[src/rtl/core/pds_pkg.sv]
// Shared widths, constants and register indexes for the PLL divider search.
`timescale 1ns / 1ps

package pds_pkg;

    // Fixed field widths of the request, the result and the registers
    localparam int REF_FREQ_W  = 16;
    localparam int CLK_W       = 17;
    localparam int POST_W      = 4;
    localparam int DIV_FIELD_W = 8;

    // Default for the divider register width
    localparam int DIVIDER_BITS_DEF = 8;

    // Configuration port
    localparam int CFG_IDX_W  = 3;
    localparam int CFG_DATA_W = 16;

    // Datapath widths
    localparam int NUM_W  = DIV_FIELD_W + REF_FREQ_W + 1;   // 2*fb*ref_clk
    localparam int DEN_W  = DIV_FIELD_W + POST_W;           // ref*post
    localparam int K_W    = NUM_W + 1;                      // best_num + step*best_den
    localparam int D_W    = CLK_W + DEN_W;                  // desired*den
    localparam int STEP_W = REF_FREQ_W + 1;                 // 2*ref_clk

    // Shared multiplier operand and product widths
    localparam int MUL_A_W = K_W;
    localparam int MUL_B_W = DEN_W;
    localparam int PROD_W  = MUL_A_W + MUL_B_W;

    // Minimum improvement of the best clock, 1.5 MHz in 10 kHz units
    localparam int MIN_STEP = 150;

    typedef enum logic [CFG_IDX_W-1:0] {
        CFG_REF_FREQ    = 3'd0,
        CFG_MIN_REF_DIV = 3'd1,
        CFG_MAX_REF_DIV = 3'd2,
        CFG_MIN_FB_DIV  = 3'd3,
        CFG_MAX_FB_DIV  = 3'd4
    } cfg_idx_t;

endpackage

[src/rtl/core/pll_divider_search_unit.sv]
// Top level of the PLL divider search: registers, sequencer and result.
`timescale 1ns / 1ps

// PLL divider search. A request (target clock, ceiling clock, post divider) is
// taken when start is high and busy is low; busy then stays high until the
// result has been shown. The result is on found/ref_divider/fb_divider/
// achieved_clock, marked by done for exactly one cycle, and must be captured
// in that cycle: the block never waits for the receiver. A request visits
// reference dividers from the largest configured value down to the smallest
// and, for each one that passes the ceiling test, feedback dividers from the
// smallest configured value upward. All products go through a single
// registered multiplier, so a reference divider is set up in S_RSTART,
// S_CEIL, S_DES and S_FSTART, and each visited feedback divider passes
// through S_LHS, S_RHS and S_CMP; the row ends early once the candidate
// exceeds the target clock. The final clock comes from a bit-serial divide
// of the best candidate. A post divider of zero skips the search and
// answers "not found".
// Configuration writes are always accepted (cfg_ready is tied high) and must
// only be issued while busy is low.

module pll_divider_search_unit
    import pds_pkg::*;
#(
    parameter int DIVIDER_BITS = DIVIDER_BITS_DEF
)
(
    input  logic                   clk,
    input  logic                   rst_n,

    // Request transaction
    input  logic                   start,
    output logic                   busy,
    input  logic [CLK_W-1:0]       target_clock,
    input  logic [CLK_W-1:0]       ceiling_clock,
    input  logic [POST_W-1:0]      post_scale,

    // Result transaction, one cycle wide
    output logic                   done,
    output logic                   found,
    output logic [DIV_FIELD_W-1:0] ref_divider,
    output logic [DIV_FIELD_W-1:0] fb_divider,
    output logic [CLK_W-1:0]       achieved_clock,

    // Configuration write transaction
    input  logic                   cfg_valid,
    output logic                   cfg_ready,
    input  logic [CFG_IDX_W-1:0]   cfg_index,
    input  logic [CFG_DATA_W-1:0]  cfg_data
);

    // Divider registers keep only the low DIVIDER_BITS bits of the 8-bit field, at most all 8
    localparam int DIV_W = (DIVIDER_BITS < DIV_FIELD_W) ? DIVIDER_BITS : DIV_FIELD_W;

    // Sequencer states, one-hot
    typedef enum logic [13:0] {
        S_IDLE   = 14'b00000000000001,
        S_TOP    = 14'b00000000000010,  // issue ref clock * max_fb
        S_NUM0   = 14'b00000000000100,  // issue ref clock * min_fb, take ceiling limit
        S_INIT   = 14'b00000000001000,  // take first numerator
        S_RSTART = 14'b00000000010000,  // test ref range, issue ref * post
        S_CEIL   = 14'b00000000100000,  // take den, issue ceiling * den
        S_DES    = 14'b00000001000000,  // ceiling test, issue desired * den
        S_FSTART = 14'b00000010000000,  // take desired limit, start feedback sweep
        S_LHS    = 14'b00000100000000,  // desired test, issue num * best_den
        S_RHS    = 14'b00001000000000,  // take lhs, issue k * den
        S_CMP    = 14'b00010000000000,  // step test, accept, advance
        S_FIN    = 14'b00100000000000,  // launch divide if anything was found
        S_DIVW   = 14'b01000000000000,  // wait for the divider
        S_DONE   = 14'b10000000000000   // show the result
    } state_t;

    state_t state_reg, state_next;

    // Configuration registers
    logic [REF_FREQ_W-1:0] pll_ref_reg;
    logic [DIV_W-1:0]      min_ref_reg;
    logic [DIV_W-1:0]      max_ref_reg;
    logic [DIV_W-1:0]      min_fb_reg;
    logic [DIV_W-1:0]      max_fb_reg;

    // Request registers
    logic [CLK_W-1:0]  desired_reg,  desired_next;
    logic [CLK_W-1:0]  ceiling_reg,  ceiling_next;
    logic [POST_W-1:0] post_reg,     post_next;

    // Search registers
    logic [NUM_W-1:0]  top_reg,      top_next;
    logic [NUM_W-1:0]  num0_reg,     num0_next;
    logic [DIV_W-1:0]  r_reg,        r_next;
    logic [DIV_W-1:0]  f_reg,        f_next;
    logic [DEN_W-1:0]  den_reg,      den_next;
    logic [D_W-1:0]    dlim_reg,     dlim_next;
    logic [NUM_W-1:0]  num_reg,      num_next;
    logic [PROD_W-1:0] lhs_reg,      lhs_next;

    // Best candidate so far
    logic              found_reg,    found_next;
    logic [NUM_W-1:0]  best_num_reg, best_num_next;
    logic [DEN_W-1:0]  best_den_reg, best_den_next;
    logic [K_W-1:0]    k_reg,        k_next;
    logic [DIV_W-1:0]  best_ref_reg, best_ref_next;
    logic [DIV_W-1:0]  best_fb_reg,  best_fb_next;

    // Shared multiplier
    logic [MUL_A_W-1:0] mul_a;
    logic [MUL_B_W-1:0] mul_b;
    logic [PROD_W-1:0]  prod;

    // Final divide
    logic               div_start;
    logic               div_done;
    logic [NUM_W-1:0]   quotient;

    logic [STEP_W-1:0]  num_step;

    pds_mul u_mul (
        .clk  (clk),
        .a    (mul_a),
        .b    (mul_b),
        .prod (prod)
    );

    pds_div u_div (
        .clk      (clk),
        .rst_n    (rst_n),
        .start    (div_start),
        .dividend (best_num_reg),
        .divisor  (best_den_reg),
        .done     (div_done),
        .quotient (quotient)
    );

    // The numerator grows by twice the reference clock for each feedback divider step
    assign num_step = {pll_ref_reg, 1'b0};

    // Multiplier operand select: each state issues the product the next state needs
    always_comb
    begin
        mul_a = '0;
        mul_b = '0;
        case (state_reg)
            S_TOP:
            begin
                mul_a = MUL_A_W'(pll_ref_reg);
                mul_b = MUL_B_W'(max_fb_reg);
            end
            S_NUM0:
            begin
                mul_a = MUL_A_W'(pll_ref_reg);
                mul_b = MUL_B_W'(min_fb_reg);
            end
            S_RSTART:
            begin
                mul_a = MUL_A_W'(r_reg);
                mul_b = MUL_B_W'(post_reg);
            end
            S_CEIL:
            begin
                mul_a = MUL_A_W'(ceiling_reg);
                mul_b = prod[DEN_W-1:0];
            end
            S_DES:
            begin
                mul_a = MUL_A_W'(desired_reg);
                mul_b = den_reg;
            end
            S_LHS:
            begin
                mul_a = MUL_A_W'(num_reg);
                mul_b = best_den_reg;
            end
            S_RHS:
            begin
                mul_a = MUL_A_W'(k_reg);
                mul_b = den_reg;
            end
            default:
            begin
                mul_a = '0;
                mul_b = '0;
            end
        endcase
    end

    // Sequencer
    always_comb
    begin
        state_next    = state_reg;
        desired_next  = desired_reg;
        ceiling_next  = ceiling_reg;
        post_next     = post_reg;
        top_next      = top_reg;
        num0_next     = num0_reg;
        r_next        = r_reg;
        f_next        = f_reg;
        den_next      = den_reg;
        dlim_next     = dlim_reg;
        num_next      = num_reg;
        lhs_next      = lhs_reg;
        found_next    = found_reg;
        best_num_next = best_num_reg;
        best_den_next = best_den_reg;
        k_next        = k_reg;
        best_ref_next = best_ref_reg;
        best_fb_next  = best_fb_reg;
        div_start     = 1'b0;

        case (state_reg)
            S_IDLE:
            begin
                if (start)
                begin
                    desired_next  = target_clock;
                    ceiling_next  = ceiling_clock;
                    post_next     = post_scale;
                    r_next        = max_ref_reg;
                    // Before any hit the best clock is 0/1
                    found_next    = 1'b0;
                    best_num_next = '0;
                    best_den_next = DEN_W'(1);
                    k_next        = K_W'(MIN_STEP);
                    best_ref_next = '0;
                    best_fb_next  = '0;
                    // A zero post divider has no candidates at all
                    state_next    = (post_scale == '0) ? S_FIN : S_TOP;
                end
            end

            S_TOP:
            begin
                state_next = S_NUM0;
            end

            S_NUM0:
            begin
                top_next   = {prod[NUM_W-2:0], 1'b0};
                state_next = S_INIT;
            end

            S_INIT:
            begin
                num0_next  = {prod[NUM_W-2:0], 1'b0};
                state_next = S_RSTART;
            end

            S_RSTART:
            begin
                // Stop below the smallest reference divider, and never visit zero
                if (r_reg == '0 || r_reg < min_ref_reg)
                begin
                    state_next = S_FIN;
                end
                else
                begin
                    state_next = S_CEIL;
                end
            end

            S_CEIL:
            begin
                den_next   = prod[DEN_W-1:0];
                state_next = S_DES;
            end

            S_DES:
            begin
                // Skip this reference divider when the ceiling is out of range
                if (prod >= PROD_W'(top_reg))
                begin
                    r_next     = r_reg - 1'b1;
                    state_next = S_RSTART;
                end
                else
                begin
                    state_next = S_FSTART;
                end
            end

            S_FSTART:
            begin
                dlim_next = prod[D_W-1:0];
                f_next    = min_fb_reg;
                num_next  = num0_reg;
                if (min_fb_reg > max_fb_reg)
                begin
                    r_next     = r_reg - 1'b1;
                    state_next = S_RSTART;
                end
                else
                begin
                    state_next = S_LHS;
                end
            end

            S_LHS:
            begin
                // The numerator only grows with fb: once above the desired
                // clock, drop the rest of this row
                if (D_W'(num_reg) > dlim_reg)
                begin
                    r_next     = r_reg - 1'b1;
                    state_next = S_RSTART;
                end
                else
                begin
                    state_next = S_RHS;
                end
            end

            S_RHS:
            begin
                lhs_next   = prod;
                state_next = S_CMP;
            end

            S_CMP:
            begin
                // num/den >= best_num/best_den + step, cross-multiplied
                if (lhs_reg >= prod)
                begin
                    found_next    = 1'b1;
                    best_num_next = num_reg;
                    best_den_next = den_reg;
                    k_next        = K_W'(num_reg) + K_W'(den_reg) * K_W'(MIN_STEP);
                    best_ref_next = r_reg;
                    best_fb_next  = f_reg;
                end
                if (f_reg == max_fb_reg)
                begin
                    r_next     = r_reg - 1'b1;
                    state_next = S_RSTART;
                end
                else
                begin
                    f_next     = f_reg + 1'b1;
                    num_next   = num_reg + NUM_W'(num_step);
                    state_next = S_LHS;
                end
            end

            S_FIN:
            begin
                if (found_reg)
                begin
                    div_start  = 1'b1;
                    state_next = S_DIVW;
                end
                else
                begin
                    state_next = S_DONE;
                end
            end

            S_DIVW:
            begin
                if (div_done)
                begin
                    state_next = S_DONE;
                end
            end

            S_DONE:
            begin
                state_next = S_IDLE;
            end

            default:
            begin
                state_next = S_IDLE;
            end
        endcase
    end

    // Control state and configuration registers
    always_ff @(posedge clk or negedge rst_n)
    begin
        if (!rst_n)
        begin
            state_reg   <= S_IDLE;
            found_reg   <= 1'b0;
            pll_ref_reg <= REF_FREQ_W'(2700);
            min_ref_reg <= DIV_W'(4);
            max_ref_reg <= DIV_W'(150);
            min_fb_reg  <= DIV_W'(2);
            max_fb_reg  <= DIV_W'(150);
        end
        else
        begin
            state_reg <= state_next;
            found_reg <= found_next;
            if (cfg_valid && cfg_ready)
            begin
                case (cfg_index)
                    CFG_REF_FREQ:    pll_ref_reg <= cfg_data[REF_FREQ_W-1:0];
                    CFG_MIN_REF_DIV: min_ref_reg <= cfg_data[DIV_W-1:0];
                    CFG_MAX_REF_DIV: max_ref_reg <= cfg_data[DIV_W-1:0];
                    CFG_MIN_FB_DIV:  min_fb_reg  <= cfg_data[DIV_W-1:0];
                    CFG_MAX_FB_DIV:  max_fb_reg  <= cfg_data[DIV_W-1:0];
                    default:
                    begin
                        // Unknown index: drop the write
                    end
                endcase
            end
        end
    end

    // Datapath registers
    always_ff @(posedge clk)
    begin
        desired_reg  <= desired_next;
        ceiling_reg  <= ceiling_next;
        post_reg     <= post_next;
        top_reg      <= top_next;
        num0_reg     <= num0_next;
        r_reg        <= r_next;
        f_reg        <= f_next;
        den_reg      <= den_next;
        dlim_reg     <= dlim_next;
        num_reg      <= num_next;
        lhs_reg      <= lhs_next;
        best_num_reg <= best_num_next;
        best_den_reg <= best_den_next;
        k_reg        <= k_next;
        best_ref_reg <= best_ref_next;
        best_fb_reg  <= best_fb_next;
    end

    // Outputs: result fields are held in the best-candidate registers and the
    // divider quotient, so done alone marks the transaction
    assign busy           = (state_reg != S_IDLE);
    assign done           = (state_reg == S_DONE);
    assign cfg_ready      = 1'b1;
    assign found          = found_reg;
    assign ref_divider    = DIV_FIELD_W'(best_ref_reg);
    assign fb_divider     = DIV_FIELD_W'(best_fb_reg);
    assign achieved_clock = found_reg ? quotient[CLK_W-1:0] : '0;

    // A request is taken only when idle and always makes the block busy
    assert property (@(posedge clk) disable iff (!rst_n)
        (start && !busy) |=> busy)
        else $error("request accepted but block not busy");

    // After the result cycle the block goes back to idle
    assert property (@(posedge clk) disable iff (!rst_n)
        done |=> !busy)
        else $error("block still busy after result");

    // A not-found result carries zero fields
    assert property (@(posedge clk) disable iff (!rst_n)
        (done && !found) |->
            (ref_divider == '0 && fb_divider == '0 && achieved_clock == '0))
        else $error("not-found result with nonzero fields");

    // An accepted candidate never has a zero reference divider
    assert property (@(posedge clk) disable iff (!rst_n)
        found_reg |-> (best_ref_reg != '0))
        else $error("accepted candidate with zero reference divider");

    // The divider finishes only while the sequencer waits for it
    assert property (@(posedge clk) disable iff (!rst_n)
        div_done |-> (state_reg == S_DIVW))
        else $error("divider finished outside its wait state");

endmodule

[src/rtl/core/pds_mul.sv]
// Shared unsigned multiplier with a registered product.
`timescale 1ns / 1ps

module pds_mul
    import pds_pkg::*;
(
    input  logic               clk,
    input  logic [MUL_A_W-1:0] a,
    input  logic [MUL_B_W-1:0] b,
    output logic [PROD_W-1:0]  prod
);

    logic [PROD_W-1:0] prod_reg;

    // Register every product; the sequencer picks it up in the next cycle
    always_ff @(posedge clk)
    begin
        prod_reg <= PROD_W'(a) * PROD_W'(b);
    end

    assign prod = prod_reg;

endmodule

[src/rtl/core/pds_div.sv]
// Bit-serial restoring divider for the final clock truncation.
`timescale 1ns / 1ps

module pds_div
    import pds_pkg::*;
(
    input  logic             clk,
    input  logic             rst_n,
    input  logic             start,
    input  logic [NUM_W-1:0] dividend,
    input  logic [DEN_W-1:0] divisor,
    output logic             done,
    output logic [NUM_W-1:0] quotient
);

    localparam int CNT_W = $clog2(NUM_W + 1);

    logic             busy_reg;
    logic             done_reg;
    logic [CNT_W-1:0] cnt_reg;
    logic [DEN_W-1:0] rem_reg;
    logic [DEN_W-1:0] dvs_reg;
    logic [NUM_W-1:0] quo_reg;

    logic [DEN_W:0]   rem_shift;
    logic [DEN_W:0]   rem_sub;
    logic             take;

    // One quotient bit per cycle: shift in the next dividend bit, subtract if it fits
    always_comb
    begin
        rem_shift = {rem_reg, quo_reg[NUM_W-1]};
        take      = (rem_shift >= {1'b0, dvs_reg});
        rem_sub   = rem_shift - {1'b0, dvs_reg};
    end

    always_ff @(posedge clk or negedge rst_n)
    begin
        if (!rst_n)
        begin
            busy_reg <= 1'b0;
            done_reg <= 1'b0;
            cnt_reg  <= '0;
        end
        else
        begin
            done_reg <= 1'b0;
            if (start)
            begin
                busy_reg <= 1'b1;
                cnt_reg  <= CNT_W'(NUM_W);
            end
            else if (busy_reg)
            begin
                cnt_reg <= cnt_reg - 1'b1;
                if (cnt_reg == CNT_W'(1))
                begin
                    busy_reg <= 1'b0;
                    done_reg <= 1'b1;
                end
            end
        end
    end

    always_ff @(posedge clk)
    begin
        if (start)
        begin
            quo_reg <= dividend;
            rem_reg <= '0;
            dvs_reg <= divisor;
        end
        else if (busy_reg)
        begin
            quo_reg <= {quo_reg[NUM_W-2:0], take};
            rem_reg <= take ? rem_sub[DEN_W-1:0] : rem_shift[DEN_W-1:0];
        end
    end

    assign done     = done_reg;
    assign quotient = quo_reg;

endmodule
[config.mk]
export PLATFORM = sky130hd
export DESIGN_NAME = pll_divider_search_unit
export DESIGN_NICKNAME = d
export VERILOG_FILES = /design/src/rtl/core/pds_pkg.sv /design/src/rtl/core/pll_divider_search_unit.sv /design/src/rtl/core/pds_mul.sv /design/src/rtl/core/pds_div.sv
export SDC_FILE = /design/constraint.sdc
export NUM_CORES = 2
export LEC_CHECK = 0
export BUFFER_PORTS_ARGS = -buffer_cell sky130_fd_sc_hd__clkbuf_2
export CELL_PAD_IN_SITES_DETAIL_PLACEMENT = 1
export CELL_PAD_IN_SITES_GLOBAL_PLACEMENT = 1
export CORE_MARGIN = 4
export CORE_UTILIZATION = 57
export CTS_BUF_LIST = sky130_fd_sc_hd__clkbuf_4
export DETAILED_ROUTE_END_ITERATION = 12
export GPL_TIMING_DRIVEN = 0
export PLACE_DENSITY_LB_ADDON = 0.1
export RECOVER_POWER = 50
export SLEW_MARGIN = 20
export SYNTH_ARGS = -nofsm -noshare
export SYNTH_HDL_FRONTEND = slang
export SYNTH_SLANG_ARGS = --single-unit
[constraint.sdc]
create_clock -name clk -period 21.6 [get_ports clk]
set_input_delay 4.32 -clock clk [delete_from_list [all_inputs] [get_ports clk]]
set_output_delay 4.32 -clock clk [all_outputs]
set_load 0.005 [all_outputs]
Yosys cells after proc, flatten, opt, wreduce, memory -nomap -nowiden
Index checks and enable logic that the tools add are counted.
W data, S select, Z words.
- bits in registers: 442
- latch bits: 0
- memory bits (writable): 0
- ROM bits: 0
- input port bits: 61
- output and inout port bits: 37
- logic and storage cells: 146
- memories kept: 0
- add/subtract/negate cells: 6
- multipliers: 2
- divide/modulo/power cells: 0
- $lt $le $gt $ge: 6
- equal/unequal tests: 29
- shifts and indexed selects: 0
- multiplexer cells: 53
- bitwise logic cells: 0
- reduce and logical (&&, ||, !) cells: 20
- operators with widths (kind ; count):
    $pmux W14 S13 ; 1
    $pmux W26 S6 ; 1
    $mux W25 ; 5
    $pmux W25 S2 ; 2
    $mux W8 ; 10
    $pmux W12 S6 ; 1
    $mux W12 ; 5
    $mux W26 ; 2
    $pmux W26 S2 ; 1
    $pmux W8 S2 ; 3
    $mux W14 ; 3
    $pmux W8 S5 ; 1
    $ge A38 B25 Y1 ; 1
    $ge A38 B38 Y1 ; 1
    $mul A26 B12 Y38 ; 1
    $gt A25 B29 Y1 ; 1
    $add A25 B20 Y26 ; 1
    $add A25 B17 Y25 ; 1
    $pmux W12 S2 ; 1
    $mul A12 B7 Y19 const B ; 1
    $mux W9 ; 2
    $mux W17 ; 1
    $reduce_and A2 Y1 ; 8
    $eq A14 B1 Y1 const B ; 1
    other kinds (41) ; 61

Depth between registers and ports, before layout
- depth in word-level cells: 4
- depth in mapped cells: 32

By module
A second synthesis with hierarchy kept.
- cells, all modules: 3074
- area total of the unflattened synthesis: 32486.2 um^2
- by module, submodules not included (module ; times used ; cells each ; area each (um^2) ; sequential area each (um^2)):
    pll_divider_search_unit ; 1 ; 1640 ; 19125.8 ; 10064.7
    pds_mul ; 1 ; 1198 ; 10468.8 ; 760.7
    pds_div ; 1 ; 236 ; 2891.5 ; 1526.5

Worst setup path after synthesis
Ideal clock, no wire load.
- path kind: register to register
- start point: reg state_reg[9]
- end point: reg u_mul.prod_reg[37] (netlist: u_mul.prod[37])
- library setup time: 0.123 ns
- arrival time: 7.242 ns
- required time: 21.477 ns
- path slack: 14.235 ns
- stages on the path, launching flop included: 29
- period minus slack after synthesis: 7.365 ns
- cell sequence: dfrtp_1 -> nor3_1 -> nand2_1 -> nor2_1 -> nand2_1 -> nor3b_2 -> clkbuf_1 -> nand2_1 -> nand3_1 -> buf_4 -> nand2_1 -> fa_1 -> fa_1 -> inv_1 -> fa_1 -> fa_1 -> inv_1 -> fa_1 -> inv_1 -> ha_1 -> and2_1 -> and3_1 -> nand2_1 -> nor3_1 -> a2111o_1 -> a31oi_2 -> o21bai_1 -> a221oi_2 -> xnor2_1
- longest elaborated chain between the ends: 4
- ends and longest elaborated chain (what ; line ; RTL):
    start, declared ; pll_divider_search_unit.sv:72 ; state_t state_reg, state_next;
    start signal, assigned ; pll_divider_search_unit.sv:389 ; state_reg <= state_next;
    $eq A14 B3 Y1, or another cell as far along ; pll_divider_search_unit.sv:141 ; case (state_reg)
    $reduce_or A2 Y1 (no source line) ; n/a ;
    $pmux W26 S6 / $pmux W12 S6 (equally long branches) ; pll_divider_search_unit.sv:141 ;
    $mul A26 B12 Y38 (*) ; pds_mul.sv:18 ; prod_reg <= PROD_W'(a) * PROD_W'(b);
    end signal, assigned ; pds_mul.sv:18 ;
    end, declared ; pds_mul.sv:13 ; logic [PROD_W-1:0] prod_reg;
Every way passes the cells marked *; elsewhere a longest branch is shown, timed or not.
A chain may end at the register's enable or synchronous reset.

Worst setup path after layout
- start point: reg state_reg[1]
- end point: reg u_mul.prod_reg[37] (netlist: u_mul.prod[37])
Same word-level chain as after synthesis.

==> out/qor.txt <==
Initial drt markers -> 2,091
Total wire length -> 106,000 um
Status -> finished with violations
Setup Skew -> 108 ps
Syn Inst Count -> 3,117
CORE AREA -> 56,300 sq um
Syn Nets -> 3,713
Post-synth ARST share -> 15.9%
Global-route track usage on met1 -> 44.6%
Vias -> 25.1k
Detail Route Antenna Nets -> 0
Final Slew Violations -> 133
HP Class -> reg -> reg
Cell Pwr Density -> 63.6 nW/um^2
WL/cell -> 25.4 um
Hold buffers post-CTS -> 0
Synth warn -> 0
GR Util All Layers -> 35.6%
Hold Violations, Final -> 0
CTS max path bufs -> 3
Die Y -> 246 um
Worst Max-Slew Pin Slew -> 2920 ps
H-tree depth -> 3
Hold EP -> lhs_reg[30]
Post-synth EDFFs -> 319
Vias in the first global route -> 27.8k
MaxCap Viol Count -> 5
Fmax -> 89.2 MHz
Setup crit end kind -> register
Worst Path Class, Setup -> reg -> reg
Mapped Area -> 32,400 sq um
Initial core utilization -> 57.5%
Layout area overhead -> 9.40%
Root Driver -> clkbuf_4
Tmin final -> 11,210 ps
Placer Congestion -> 0.972
Post CTS Setup Buffer Count -> 0
I/O pin total -> 98
Failing checks -> capacitance limit, slew limit
Initial antenna violation count -> 3
Unrepaired setup endpoints after global routing -> false
Crit start category -> register
Total gr overflow -> 0
First-pass GRT wire length -> 163,000 um
Final #Nets -> 3,934
Critical Path RT -> 22,320 ps
DIE AREA -> 60,700 sq um
Distinct cells, synth -> 92
Drc violations -> 0
Worst r2r path cells -> 26
Worst-path clk slew -> 70 ps
PostCTS Resize Cnt -> 0
Post-Syn Area per Cell -> 10.4 sq um
Final Cycle Share -> 51.9%
Dpl cell area -> 34,000 sq um
Clock tree sinks -> 439
GRT busiest layer -> met2
R2r startpoint -> state_reg[1]
Sequential-to-total area share from yosys stat -> 38.2%
LEAKAGE -> 16.2 nW
Maximum number of pins on one net before global-route repair -> 51
Max VDD drop -> 53.8 uV
Initial DRT Pass Iterations -> 6
Routed vias/inst -> 5.99
Post-route cell area -> 35,400 sq um
CP arrival -> 11,930 ps
Hold depth -> 0
Die width -> 246 um
Total CTS buffers -> 114
Met3 usage -> 6.88%
Reg2reg end -> u_mul.prod[37]
Fraction of layout instances using a drive strength above 1 -> 12.6%
Normalized max-slew margin -> -94.6%
Grt met2 use -> 58.5%
CTS tree -> built
Crit-path max FO -> 47
Finish-stage setup viols -> 0
Synth Flop Type -> edfxtp_1
Reg2reg setup slack -> 10,390 ps
Setup TNS -> 0 ps
Worst Hold Launch -> u_mul.prod[30]
Placed wire-length estimate -> 83,200 um
IO buf count -> 96
Latest clock arrival within the worst-skew pair -> 940 ps
Register bit total from synthesis -> 439
Row count -> 87
==> per-layer routing <==
metal	vias to the layer above	wire length (um)
met5	-	10
met4	2	6850
met3	325	7830
met2	1001	50200
met1	12800	41400
li1	11000	-
==> how the worst max path moves through the flow <==
stage                  from        endpoint  slack, ps
6_report       state_reg[1]  u_mul.prod[37]      10390
5_1_grt        state_reg[1]  u_mul.prod[37]       9720
4_1_cts        state_reg[1]  u_mul.prod[37]      12200
3_5_place_dp   state_reg[1]  u_mul.prod[37]      12340
3_3_place_gp   state_reg[9]  u_mul.prod[37]      11910
2_1_floorplan  state_reg[9]  u_mul.prod[37]      14240
==> cell usage in the layout (no fill, tap or decap), types with 30 or more instances in the layout <==
cell type    n
o21ai_0     95
nand2b_1    30
fa_1       258
nor3_1      37
a21oi_1    104
ha_1       277
dfrtp_1     54
clkbuf_4   174
dfxtp_1     50
clkbuf_2    95
nand3_1     40
and2_0      30
inv_1      464
nand2_1    458
nor2_1     128
edfxtp_1   319
buf_2       51
and2_1     111
xnor2_1     71
a21o_1      47
xor2_1      41
clkbuf_1    44
nand4_1     31
mux2_2      36
==> cell usage after synthesis (all sizes together), types with 16 or more instances <==
cell | number | share of area, %
buf | 72 | 1.3
dfxtp | 50 | 3.1
a21oi | 106 | 1.7
o21ai | 100 | 1.5
nand2 | 458 | 5.3
a211oi | 21 | 0.50
and3 | 17 | 0.33
nor3 | 37 | 0.59
nand3 | 41 | 0.65
ha | 277 | 11
fa | 258 | 16
mux2 | 36 | 1.3
dfrtp | 54 | 4.2
and2 | 143 | 2.8
inv | 465 | 5.4
nor2b | 26 | 0.50
dfstp | 16 | 1.3
clkbuf | 34 | 0.39
xor2 | 41 | 1.1
nand2b | 30 | 0.58
xnor2 | 71 | 1.9
nor2 | 128 | 1.5
a31oi | 19 | 0.41
nand4 | 31 | 0.60
a21o | 48 | 1.1
edfxtp | 319 | 30
a22oi | 27 | 0.63
==> cell type report <==
cell class / instances / area [sq um]
Fill cell: 6252 / 20900
Multi-Input combinational cell: 2107 / 17700
Sequential cell: 439 / 12400
Inverter: 465 / 1750
Clock buffer: 173 / 1300
Tap cell: 756 / 946
Timing Repair Buffer: 105 / 623
Buffer: 106 / 536
Clock inverter: 40 / 205
Antenna cell: 2 / 5.00
==> power by group <==
part / internal, W / switching, W
sequential: 0.00102 / 0.0000900
combinational: 0.000129 / 0.000268
clock: 0.000370 / 0.000378
==> per-stage QoR <==
| stage | total power [W] | worst slack (ps) | util (%) | hold WS (ps) | std cells |
|---|---|---|---|---|---|
| 2_1_floorplan | 0.00131 | 14240 | - | 425 | 3117 |
| 3_3_place_gp | 0.00148 | 11910 | 60.1 | 448 | 3969 |
| 3_5_place_dp | 0.00151 | 12340 | 60.4 | 452 | 3978 |
| 4_1_cts | 0.00226 | 12200 | 63.1 | 405 | 4191 |
| 5_1_grt | 0.00235 | 9720 | 62.9 | 416 | 4192 |
| 6_report | 0.00225 | 10390 | 62.9 | 428 | 4193 |
==> logic make-up (layout without fill, tap and decap cells) <==
family / after synthesis / count (layout) / share of synthesized area (%)
flip-flops: 439 / 439 / 38.2
AO/OA/AOI/OAI: 443 / 443 / 9.29
buffers and inverters: 571 / 889 / 7.08
XOR/XNOR: 112 / 112 / 3.03
other: 1 / 3 / 0.0116
AND/OR/NAND/NOR: 975 / 975 / 14.4
adder cells (fa/ha/maj): 535 / 535 / 26.7
multiplexers: 41 / 41 / 1.41
==> critical path, stage by stage (launching register included) <==
cell	delay [ps]
dfrtp_1	400
nor2_1	270
nand2_1	120
nor4_1	630
and4b_1	370
clkbuf_1	570
clkbuf_1	2070
nand2_1	260
nand4_1	570
nand2_1	160
fa_1	490
fa_1	520
fa_1	510
inv_1	60
fa_1	530
inv_1	60
fa_1	540
inv_1	60
ha_1	240
nor3_1	190
nand3_1	150
a311oi_1	790
o21ai_1	370
a31oi_2	370
o21bai_1	190
a221oi_2	380
xnor2_1	130
Note: power is estimated with default switching activity, not from simulation.
